==> src/design/dq_pkg.sv <==
// Shared constants, types and index helpers for the double-ended queue.
package dq_pkg;

   localparam int DEPTH        = 16;
   localparam int DATA_W       = 32;
   localparam int IDX_W        = $clog2(DEPTH);
   localparam int CNT_W        = $clog2(DEPTH + 1);
   localparam int OP_W         = 3;
   localparam int STAT_W       = 2;
   localparam int REQ_TDATA_W  = ((DATA_W + 7) / 8) * 8;
   localparam int RSP_W        = DATA_W + 1 + STAT_W + CNT_W + 1;
   localparam int RSP_TDATA_W  = ((RSP_W + 7) / 8) * 8;

   typedef enum logic [OP_W-1:0] {
      OP_PUSH_FRONT = 3'd0,
      OP_PUSH_REAR  = 3'd1,
      OP_POP_FRONT  = 3'd2,
      OP_POP_REAR   = 3'd3,
      OP_PEEK_FRONT = 3'd4,
      OP_PEEK_REAR  = 3'd5,
      OP_SEARCH     = 3'd6
   } op_type;

   typedef enum logic [STAT_W-1:0] {
      STAT_OK    = 2'd0,
      STAT_EMPTY = 2'd1,
      STAT_FULL  = 2'd2
   } status_type;

   typedef struct packed {
      logic              en;
      logic [IDX_W-1:0]  addr;
      logic [DATA_W-1:0] data;
   } ram_wr_type;

   typedef struct packed {
      logic             en;
      logic [IDX_W-1:0] addr;
   } ram_rd_type;

   function automatic logic [IDX_W-1:0] idx_inc(input logic [IDX_W-1:0] i);
      logic [IDX_W-1:0] r;
      if (i == IDX_W'(DEPTH - 1)) r = '0;
      else                        r = i + IDX_W'(1);
      return r;
   endfunction

   function automatic logic [IDX_W-1:0] idx_dec(input logic [IDX_W-1:0] i);
      logic [IDX_W-1:0] r;
      if (i == '0) r = IDX_W'(DEPTH - 1);
      else         r = i - IDX_W'(1);
      return r;
   endfunction

endpackage

==> src/design/dq_ram.sv <==
// Entry store: one write port, one read port, registered read data.
module dq_ram
   import dq_pkg::*;
(
   input  logic              clock,
   input  ram_wr_type        wr,
   input  ram_rd_type        rd,
   output logic [DATA_W-1:0] rd_data
);

   logic [DATA_W-1:0] mem [DEPTH];

   always_ff @(posedge clock) begin
      if (wr.en) begin
         mem[wr.addr] <= wr.data;
      end
   end

   always_ff @(posedge clock) begin
      if (rd.en) begin
         rd_data <= mem[rd.addr];
      end
   end

endmodule

==> src/design/double_ended_queue.sv <==
// Double-ended queue of signed words held in a ring store, top level.
//
// Requests arrive on the req_ stream: req_tuser carries the operation, req_tdata the
// value to push or the key to search for. Every request yields exactly one transaction
// on the rsp_ stream with the popped/peeked value, found flag, status, count and empty.
// Path from request acceptance to rsp_tvalid:
//   push, unused code, pop/peek on empty, push on full, search on empty: straight
//   into the response register; pop and peek: entry store read, ST_READ, response.
//   search: the store is walked one entry per cycle from the front in ST_SRCH and
//   the walk stops at the first match or after the last held entry.
// Throughput: one push per cycle while responses are taken; a pop or peek blocks
// new requests until its read of the single read port of the store is answered.
// The response register frees the request side: a new request is taken in the
// cycle the pending response is taken. While rsp_tready stays low, a held response
// blocks further requests and its payload holds.
// Reset (synchronous, active high) empties the queue: pointers and count clear,
// no response is pending. Store contents are not cleared; only held entries are read.
module double_ended_queue
   import dq_pkg::*;
(
   input  logic                   clock,
   input  logic                   reset,
   input  logic                   req_tvalid,
   output logic                   req_tready,
   input  logic [REQ_TDATA_W-1:0] req_tdata,  // [31:0] data_value
   input  logic [OP_W-1:0]        req_tuser,  // [2:0] op
   output logic                   rsp_tvalid,
   input  logic                   rsp_tready,
   output logic [RSP_TDATA_W-1:0] rsp_tdata   // result_value, found, status, count,
                                              // queue_empty, zero fill
);

   typedef enum logic [2:0] {
      ST_IDLE = 3'b001,
      ST_READ = 3'b010,
      ST_SRCH = 3'b100
   } state_type;

   state_type         state_ff, state_in;
   logic [IDX_W-1:0]  front_ff, front_in;
   logic [IDX_W-1:0]  rear_ff, rear_in;
   logic [CNT_W-1:0]  count_ff, count_in;
   logic [DATA_W-1:0] key_ff, key_in;
   logic [IDX_W-1:0]  srch_idx_ff, srch_idx_in;
   logic [CNT_W-1:0]  srch_left_ff, srch_left_in;

   logic              rsp_valid_ff;
   logic [DATA_W-1:0] rsp_value_ff;
   logic              rsp_found_ff;
   status_type        rsp_status_ff;
   logic [CNT_W-1:0]  rsp_count_ff;

   ram_wr_type        ram_wr;
   ram_rd_type        ram_rd;
   logic [DATA_W-1:0] ram_rd_data;

   logic              req_accept;
   op_type            req_op;
   logic              q_full;
   logic              q_empty;
   logic              res_fire;
   logic [DATA_W-1:0] res_value;
   logic              res_found;
   status_type        res_status;
   logic [IDX_W-1:0]  new_idx;

   dq_ram u_ram (
      .clock   (clock),
      .wr      (ram_wr),
      .rd      (ram_rd),
      .rd_data (ram_rd_data)
   );

   assign req_tready = (state_ff == ST_IDLE) && (!rsp_valid_ff || rsp_tready);
   assign req_accept = req_tvalid && req_tready;
   assign req_op     = op_type'(req_tuser);
   assign q_full     = (count_ff == CNT_W'(DEPTH));
   assign q_empty    = (count_ff == '0);

   always_comb begin
      state_in     = state_ff;
      front_in     = front_ff;
      rear_in      = rear_ff;
      count_in     = count_ff;
      key_in       = key_ff;
      srch_idx_in  = srch_idx_ff;
      srch_left_in = srch_left_ff;
      ram_wr       = '0;
      ram_rd       = '0;
      res_fire     = 1'b0;
      res_value    = '0;
      res_found    = 1'b0;
      res_status   = STAT_OK;
      new_idx      = '0;

      case (state_ff)
         ST_IDLE: begin
            if (req_accept) begin
               case (req_op)
                  OP_PUSH_FRONT: begin
                     res_fire = 1'b1;
                     if (q_full) begin
                        res_status = STAT_FULL;
                     end else begin
                        new_idx     = idx_dec(front_ff);
                        ram_wr.en   = 1'b1;
                        ram_wr.addr = new_idx;
                        ram_wr.data = req_tdata[DATA_W-1:0];
                        front_in    = new_idx;
                        count_in    = count_ff + CNT_W'(1);
                     end
                  end
                  OP_PUSH_REAR: begin
                     res_fire = 1'b1;
                     if (q_full) begin
                        res_status = STAT_FULL;
                     end else begin
                        ram_wr.en   = 1'b1;
                        ram_wr.addr = rear_ff;
                        ram_wr.data = req_tdata[DATA_W-1:0];
                        rear_in     = idx_inc(rear_ff);
                        count_in    = count_ff + CNT_W'(1);
                     end
                  end
                  OP_POP_FRONT: begin
                     if (q_empty) begin
                        res_fire   = 1'b1;
                        res_status = STAT_EMPTY;
                     end else begin
                        ram_rd.en   = 1'b1;
                        ram_rd.addr = front_ff;
                        front_in    = idx_inc(front_ff);
                        count_in    = count_ff - CNT_W'(1);
                        state_in    = ST_READ;
                     end
                  end
                  OP_POP_REAR: begin
                     if (q_empty) begin
                        res_fire   = 1'b1;
                        res_status = STAT_EMPTY;
                     end else begin
                        new_idx     = idx_dec(rear_ff);
                        ram_rd.en   = 1'b1;
                        ram_rd.addr = new_idx;
                        rear_in     = new_idx;
                        count_in    = count_ff - CNT_W'(1);
                        state_in    = ST_READ;
                     end
                  end
                  OP_PEEK_FRONT: begin
                     if (q_empty) begin
                        res_fire   = 1'b1;
                        res_status = STAT_EMPTY;
                     end else begin
                        ram_rd.en   = 1'b1;
                        ram_rd.addr = front_ff;
                        state_in    = ST_READ;
                     end
                  end
                  OP_PEEK_REAR: begin
                     if (q_empty) begin
                        res_fire   = 1'b1;
                        res_status = STAT_EMPTY;
                     end else begin
                        ram_rd.en   = 1'b1;
                        ram_rd.addr = idx_dec(rear_ff);
                        state_in    = ST_READ;
                     end
                  end
                  OP_SEARCH: begin
                     if (q_empty) begin
                        res_fire = 1'b1;
                     end else begin
                        ram_rd.en    = 1'b1;
                        ram_rd.addr  = front_ff;
                        srch_idx_in  = idx_inc(front_ff);
                        srch_left_in = count_ff;
                        key_in       = req_tdata[DATA_W-1:0];
                        state_in     = ST_SRCH;
                     end
                  end
                  default: begin
                     res_fire = 1'b1;
                  end
               endcase
            end
         end
         ST_READ: begin
            res_fire  = 1'b1;
            res_value = ram_rd_data;
            state_in  = ST_IDLE;
         end
         ST_SRCH: begin
            // compare the entry read last cycle; on a miss with entries left, fetch the next one
            if (ram_rd_data == key_ff) begin
               res_fire  = 1'b1;
               res_found = 1'b1;
               state_in  = ST_IDLE;
            end else if (srch_left_ff == CNT_W'(1)) begin
               res_fire = 1'b1;
               state_in = ST_IDLE;
            end else begin
               ram_rd.en    = 1'b1;
               ram_rd.addr  = srch_idx_ff;
               srch_idx_in  = idx_inc(srch_idx_ff);
               srch_left_in = srch_left_ff - CNT_W'(1);
            end
         end
         default: begin
            state_in = ST_IDLE;
         end
      endcase
   end

   always_ff @(posedge clock) begin
      if (reset) begin
         state_ff     <= ST_IDLE;
         front_ff     <= '0;
         rear_ff      <= '0;
         count_ff     <= '0;
         rsp_valid_ff <= 1'b0;
      end else begin
         state_ff <= state_in;
         front_ff <= front_in;
         rear_ff  <= rear_in;
         count_ff <= count_in;
         if (res_fire) begin
            rsp_valid_ff <= 1'b1;
         end else if (rsp_tready) begin
            rsp_valid_ff <= 1'b0;
         end
      end
   end

   always_ff @(posedge clock) begin
      key_ff       <= key_in;
      srch_idx_ff  <= srch_idx_in;
      srch_left_ff <= srch_left_in;
      if (res_fire) begin
         rsp_value_ff  <= res_value;
         rsp_found_ff  <= res_found;
         rsp_status_ff <= res_status;
         rsp_count_ff  <= count_in;
      end
   end

   assign rsp_tvalid = rsp_valid_ff;
   assign rsp_tdata  = {{(RSP_TDATA_W - RSP_W){1'b0}},
                        (rsp_count_ff == '0),
                        rsp_count_ff,
                        rsp_status_ff,
                        rsp_found_ff,
                        rsp_value_ff};

endmodule
==> config.mk <==
export PLATFORM = sky130hd
export DESIGN_NAME = double_ended_queue
export DESIGN_NICKNAME = d
export VERILOG_FILES = /design/src/design/dq_pkg.sv /design/src/design/dq_ram.sv /design/src/design/double_ended_queue.sv
export SDC_FILE = /design/constraint.sdc
export NUM_CORES = 1
export LEC_CHECK = 0
export BUFFER_PORTS_ARGS = -buffer_cell sky130_fd_sc_hd__buf_2
export CORE_MARGIN = 8
export CORE_UTILIZATION = 30
export CTS_CLUSTER_DIAMETER = 30
export DETAILED_ROUTE_END_ITERATION = 10
export PLACE_DENSITY = 0.55
export SETUP_SLACK_MARGIN = 0.4
export SYNTH_ARGS = -nofsm -noshare
export SYNTH_HDL_FRONTEND = slang
export SYNTH_HIERARCHICAL = 1
export SYNTH_SLANG_ARGS = --single-unit
==> constraint.sdc <==
create_clock -name clock -period 7.9 [get_ports clock]
set_input_delay 1.58 -clock clock [delete_from_list [all_inputs] [get_ports clock]]
set_output_delay 1.58 -clock clock [all_outputs]
set_load 0.05 [all_outputs]
==> results of run 1 <==
[power breakdown]
part	switching, mW	total (mW)	internal, mW
Clock	1.63	4.71	3.07
Combinational	0.253	0.357	0.104
Sequential	0.0247	3.79	3.76
Total	1.91	8.85	6.94
[cells in the final DEF (no fill, tap or decap), types with 12 or more instances in the layout]
cell	count
xor2_1	36
o21ai_0	14
clkinv_2	21
bufinv_16	13
dfxtp_1	17
clkbuf_16	114
nand2_1	58
nor4_1	12
mux4_2	128
nor2_1	25
and3_1	34
clkinvlp_4	12
edfxtp_1	625
inv_1	18
buf_4	28
and2_1	36
nor2_4	13
buf_2	81
a22oi_1	64
clkbuf_1	15
[registers in the layout, indices dropped and copies added, names as in the netlist, 2 cells and up]
register	cells
rsp_status_ff	2
state_ff	3
rear_ff	4
count_ff	5
u_ram/mem	512
u_ram/rd_data	32
srch_left_ff	5
front_ff	4
rsp_count_ff	5
srch_idx_ff	4
key_ff	32
rsp_value_ff	32
[per-stage QoR]
stage               power (mW)  hold slack (ns)  setup WS [ns]  instance area, µm²
floorplan                 4.06            0.498           2.26               25200
global placement          4.21            0.531           2.35               27100
detailed placement        4.21            0.550           2.20               27100
CTS                       8.93            0.554           2.80               30800
global route              9.10            0.584           2.30               30800
finish                    8.85            0.560           2.77               30800
[cell families (layout without fill, tap and decap cells)]
family | Yosys count | after routing | synth area share [%]
buffers and inverters | 97 | 334 | 1.77
flip-flops | 642 | 642 | 75.8
AO/OA/AOI/OAI | 127 | 127 | 3.55
AND/OR/NAND/NOR | 240 | 240 | 5.20
adder cells (fa/ha/maj) | 9 | 9 | 0.446
other | 1 | 7 | 0.0149
multiplexers | 134 | 134 | 11.7
XOR/XNOR | 46 | 46 | 1.60
[per-layer routing]
metal,vias to the layer above,wire (µm),part of all wire (%),GRT usage (%)
met3,102,5740,8.8,4.06
met5,-,0,0,0
met1,6943,28500,44,19.0
met2,575,29200,45,20.7
li1,5604,-,-,-
met4,0,1430,2.2,3.80
[final timing paths]
path	from	depth (start not counted)	to
worst max register to register	u_ram/rd_data[6]	10	u_ram/rd_data[10]
worst max-delay path	u_ram/rd_data[6]	10	u_ram/rd_data[10]
worst min register to register	front_ff[0]	2	front_ff[0]
worst min-delay path	front_ff[0]	2	front_ff[0]
[critical path, delay by kind of cell (launching register included)]
family | cells | cell delay, ns
AO/OA/AOI/OAI | 3 | 1.18
flip-flops | 1 | 0.45
buffers and inverters | 2 | 0.71
XOR/XNOR | 1 | 0.25
multiplexers | 1 | 0.58
AND/OR/NAND/NOR | 3 | 1.54
[layout make-up]
class | instances | share of cell area, %
clock buffers | 131 | 9.54
clock inverters | 74 | 2.59
inverters | 18 | 0.219
multi-input cells | 563 | 19.1
flip-flops and latches | 642 | 62.1
well taps | 1080 | 4.39
repair buffers | 111 | 2.13
==> metrics.txt, run 1 <==
number of flops mapped to enable cells by yosys=625; Critical Path AT=5.51 ns; crit end category=flip-flop; clk slew on worst S/H paths=0.05 ns; initial antenna violation count=8; RSZ-0062 raised after global routing=false; cell taking the most area after synthesis=edfxtp_1; critical path's largest stage delay=0.97 ns; Slew Limit Fails=0; # DRC=0; die area=93600 µm²; largest vdd supply drop=0.190 mV; Peak Freq=195 MHz; Mapped Cells=1296; register area share after synthesis=75.8%; post-CTS setup buffers=0; Ports=89; post-CTS resize count=0; Post-synth top cells=edfxtp_1, mux4_2, a22oi_1; fin crit period=5.13 ns; relative slew slack=10.7%; worst-skew pair later-pin latency=0.65 ns; power per cell area=287 nW/µm²; count leader, synth=edfxtp_1; Non-Filler Instances=2619; multi-input logic area=5880 µm²; Overall Global Routing Usage=13.6%; Setup crit start kind=flip-flop; Synth cell types=59; # hold bufs at CTS=0; Die H=306 µm; share of cells above drive strength 1=29.4%; period utilisation layout=65.0%; Initial Util=30.2%; routed vias/inst=5.05; vias in the first global route=13700; Die W=306 µm; largest net degree at the start of global routing=102; detailed-route via count=13200; nets=1494; FILL cells=7626; highest-delay cell along the critical path=nor4_1; drt first-iter violations=1117; final setup TNS=0 ns; 1st-pass router iterations=5; worst slew pin tran=1.34 ns; ys async rst share=0%; core area=83400 µm²; Ys Warns=6; # H-tree levels=3; first-pass GRT wire length=94600 µm; Total Routed Length=64900 µm; Setup Viol. Count Final=0; status=finished, final reports clean; IO Port Bufs=81; Rows=106; CTS buffer count=110; worst hold-check path type=flip-flop to flip-flop; Synth area leaders=edfxtp_1, mux4_2, a22oi_1; Post-DP HPWL=37100 µm; antenna-violating nets left=0; crit path max fanout=101; Primary FF master, synth=edfxtp_1; Worst EP required=8.28 ns; clk_skew=0.0187 ns; total congestion overflow=0; max-cap violation count=0; register area=19100 µm²; layout overhead on the synthesized area=22.1%; Seq cells post-synth=642; Leak Pwr=8.97 nW; Final Hold Vio Count=0; Longest Clk Path Bufs=3; diode count=0; CTS tree=yes; global placement routability congestion=0.814; clock tree sinks=642; top cell type's share of synthesized area=74.4%; Inst Count DP=2414; Wirelength per Cell=24.8 µm; Critical Path, Cell by Cell=xor2_1, nor4_1, nand4_1, o21bai_1, o22ai_4, buf_4, buf_12, mux4_2, a22oi_1, nand2_1; reg-to-reg slack, setup=2.77 ns; Root Buffer=clkbuf_16; Syn Area/Cell=19.5 µm²; crit path kind=flip-flop to flip-flop; Final Util=36.9%; post-synthesis instance area=25200 µm²
(Power assumes the default switching activity.)
==> inputs of run 2 (changes only) <==
ABC_AREA = 1   (was default)
PLACE_DENSITY = 0.54   (was 0.55)
clock period = 4.8 ns   (was 7.9 ns; I/O delays follow)
==> metrics.txt, run 2 <==
max-cap violation count=0; commonest non-fill, non-tap cell in the layout=nand2_1; count leader, synth=nand2_1; Ports=89; post-synthesis instance area=28300 µm²; vias in the first global route=18300; CTS buffer count=113; fin crit period=3.79 ns; Root Buffer=clkbuf_16; final setup TNS=0 ns; Setup crit start kind=flip-flop; Total Routed Length=75700 µm; reg2reg start=u_ram/rd_data[9]; largest net degree at the start of global routing=152; ys async rst share=0%; Syn Area/Cell=10.4 µm²; Final Util=36.8%; antenna-violating nets left=0; Leak Pwr=14.3 nW; Synth area leaders=edfxtp_1, nand2_1, nand3_1; Critical Path Source=u_ram/rd_data[9]; post-CTS resize count=0; Initial Util=30.3%; power per cell area=447 nW/µm²; post-CTS setup buffers=0; initial antenna violation count=4; hold_sp=req_tdata[15]; Overall Global Routing Usage=14.4%; CP Buf/Inv Count=3; FILL cells=9149; Setup Viol. Count Final=0; # H-tree levels=3; Rows=112; period utilisation layout=79.0%; worst hold-check path type=input pin to flip-flop; routed vias/inst=4.43; top cell type's share of synthesized area=66.2%; clk_skew=0.0273 ns; Mapped Cells=2721; Peak Freq=264 MHz; kind of cell adding the most delay to the critical path=simple AND/OR/NAND/NOR gates; most frequent cells in the layout=nand2_1, edfxtp_1, inv_1; Critical Path, Cell by Cell=inv_1, nand2_1, nand2_1, nand2_1, nor2_1, nand2_1, nor2_1, nand2_1, nand3_1, o21ai_4, inv_2, buf_4, nand3_1, nand3_1, nand2_1; Critical Path AT=4.19 ns; die area=105000 µm²; Top cell by count, worst path=nand2_1; Seq cells post-synth=642; Post-DP HPWL=42900 µm; Die W=323 µm; crit path max fanout=22; 1st-pass router iterations=5; global placement routability congestion=0.798; largest vdd supply drop=0.263 mV; nets=2911; Slew Limit Fails=0; share of cells above drive strength 1=13.8%; clock tree sinks=642; status=finished, final reports clean; worst-skew pair later-pin latency=0.67 ns; largest register by flop count=u_ram/mem; # DRC=0; drt first-iter violations=1495; clk slew on worst S/H paths=0.05 ns; CTS tree=yes; detailed-route via count=18700; layout overhead on the synthesized area=21.4%; Synth cell types=43; highest-delay cell along the critical path=inv_2; # hold bufs at CTS=0; Longest Clk Path Bufs=3; worst slew pin tran=1.08 ns; cell taking the most area after synthesis=edfxtp_1; Worst EP required=5.20 ns; total congestion overflow=0; IO Port Bufs=81; crit end category=flip-flop; Ys Warns=6; register area share after synthesis=67.4%; Wirelength per Cell=17.9 µm; core area=93500 µm²; Final Hold Vio Count=0; number of flops mapped to enable cells by yosys=625; relative slew slack=27.8%; critical path's largest stage delay=0.45 ns; first-pass GRT wire length=114000 µm; crit path kind=flip-flop to flip-flop; Die H=323 µm; Primary FF master, synth=edfxtp_1; Post-synth top cells=nand2_1, edfxtp_1, inv_1; RSZ-0062 raised after global routing=false; max reg flops=512
run 2: worst register-to-register path: stages (launching register included):
cell      delay, ns
edfxtp_1       0.41
inv_1          0.16
nand2_1        0.07
nand2_1        0.12
nand2_1        0.06
nor2_1         0.43
nand2_1        0.10
nor2_1         0.14
nand2_1        0.09
nand3_1        0.43
o21ai_4        0.32
inv_2          0.46
buf_4          0.41
nand3_1        0.14
nand3_1        0.10
nand2_1        0.07
run 2: area by class of cell:
| type | count | area, µm² | area share, % |
|---|---|---|---|
| Timing Repair Buffer | 144 | 1130 | 3.28 |
| Antenna cell | 4 | 10.0 | 0.0291 |
| Sequential cell | 642 | 19100 | 55.5 |
| Inverter | 513 | 1940 | 5.63 |
| Clock inverter | 81 | 977 | 2.84 |
| Clock buffer | 132 | 2980 | 8.66 |
| Tap cell | 1254 | 1570 | 4.56 |
| Multi-Input combinational cell | 1449 | 6700 | 19.5 |
run 2: worst paths after layout:
check	endpoint	slack [ns]	cells past startpoint
worst min-delay path	key_ff[15]	0.49	1
worst max register to register	u_ram/rd_data[6]	1.01	15
worst min register to register	front_ff[1]	0.57	2
worst max-delay path	u_ram/rd_data[6]	1.01	15
run 2: power by group:
group	internal [mW]	switching, mW
registers	6.24	0.0421
logic	0.228	0.692
clock network	5.38	2.81
total	11.8	3.55
run 2: metrics by stage:
step	power, mW	worst slack (ns)	hold slack, ns	instances	cell area (µm²)
after CTS	15.5	0.994	0.438	4215	34400
after floorplan	7.03	0.512	0.497	2727	28400
after detailed placement	7.32	0.953	0.552	4002	30400
after global placement	7.31	0.971	0.556	4002	30400
final	15.4	1.01	0.489	4219	34400
after global routing	15.9	0.742	0.465	4215	34400
run 2: metal layers:
layer,track usage (%),vias to the layer above,wire [µm]
met3,2.31,123,4710
met5,0,-,0
met1,19.2,8943,33200
met4,5.29,0,2120
met2,23.5,512,35700
li1,-,9101,-
run 2: kinds of logic (layout without fill, tap and decap cells):
logic type / after synthesis / after routing / synth area share, %
buffers and inverters: 636 / 870 / 9.70
and+or+nand+nor: 1337 / 1337 / 20.2
xor gates and xnor gates: 37 / 37 / 1.17
adders and majority gates: 9 / 9 / 0.397
DFF: 642 / 642 / 67.4
AOI/OAI and AO/OA: 59 / 59 / 1.15
other: 1 / 11 / 0.0132
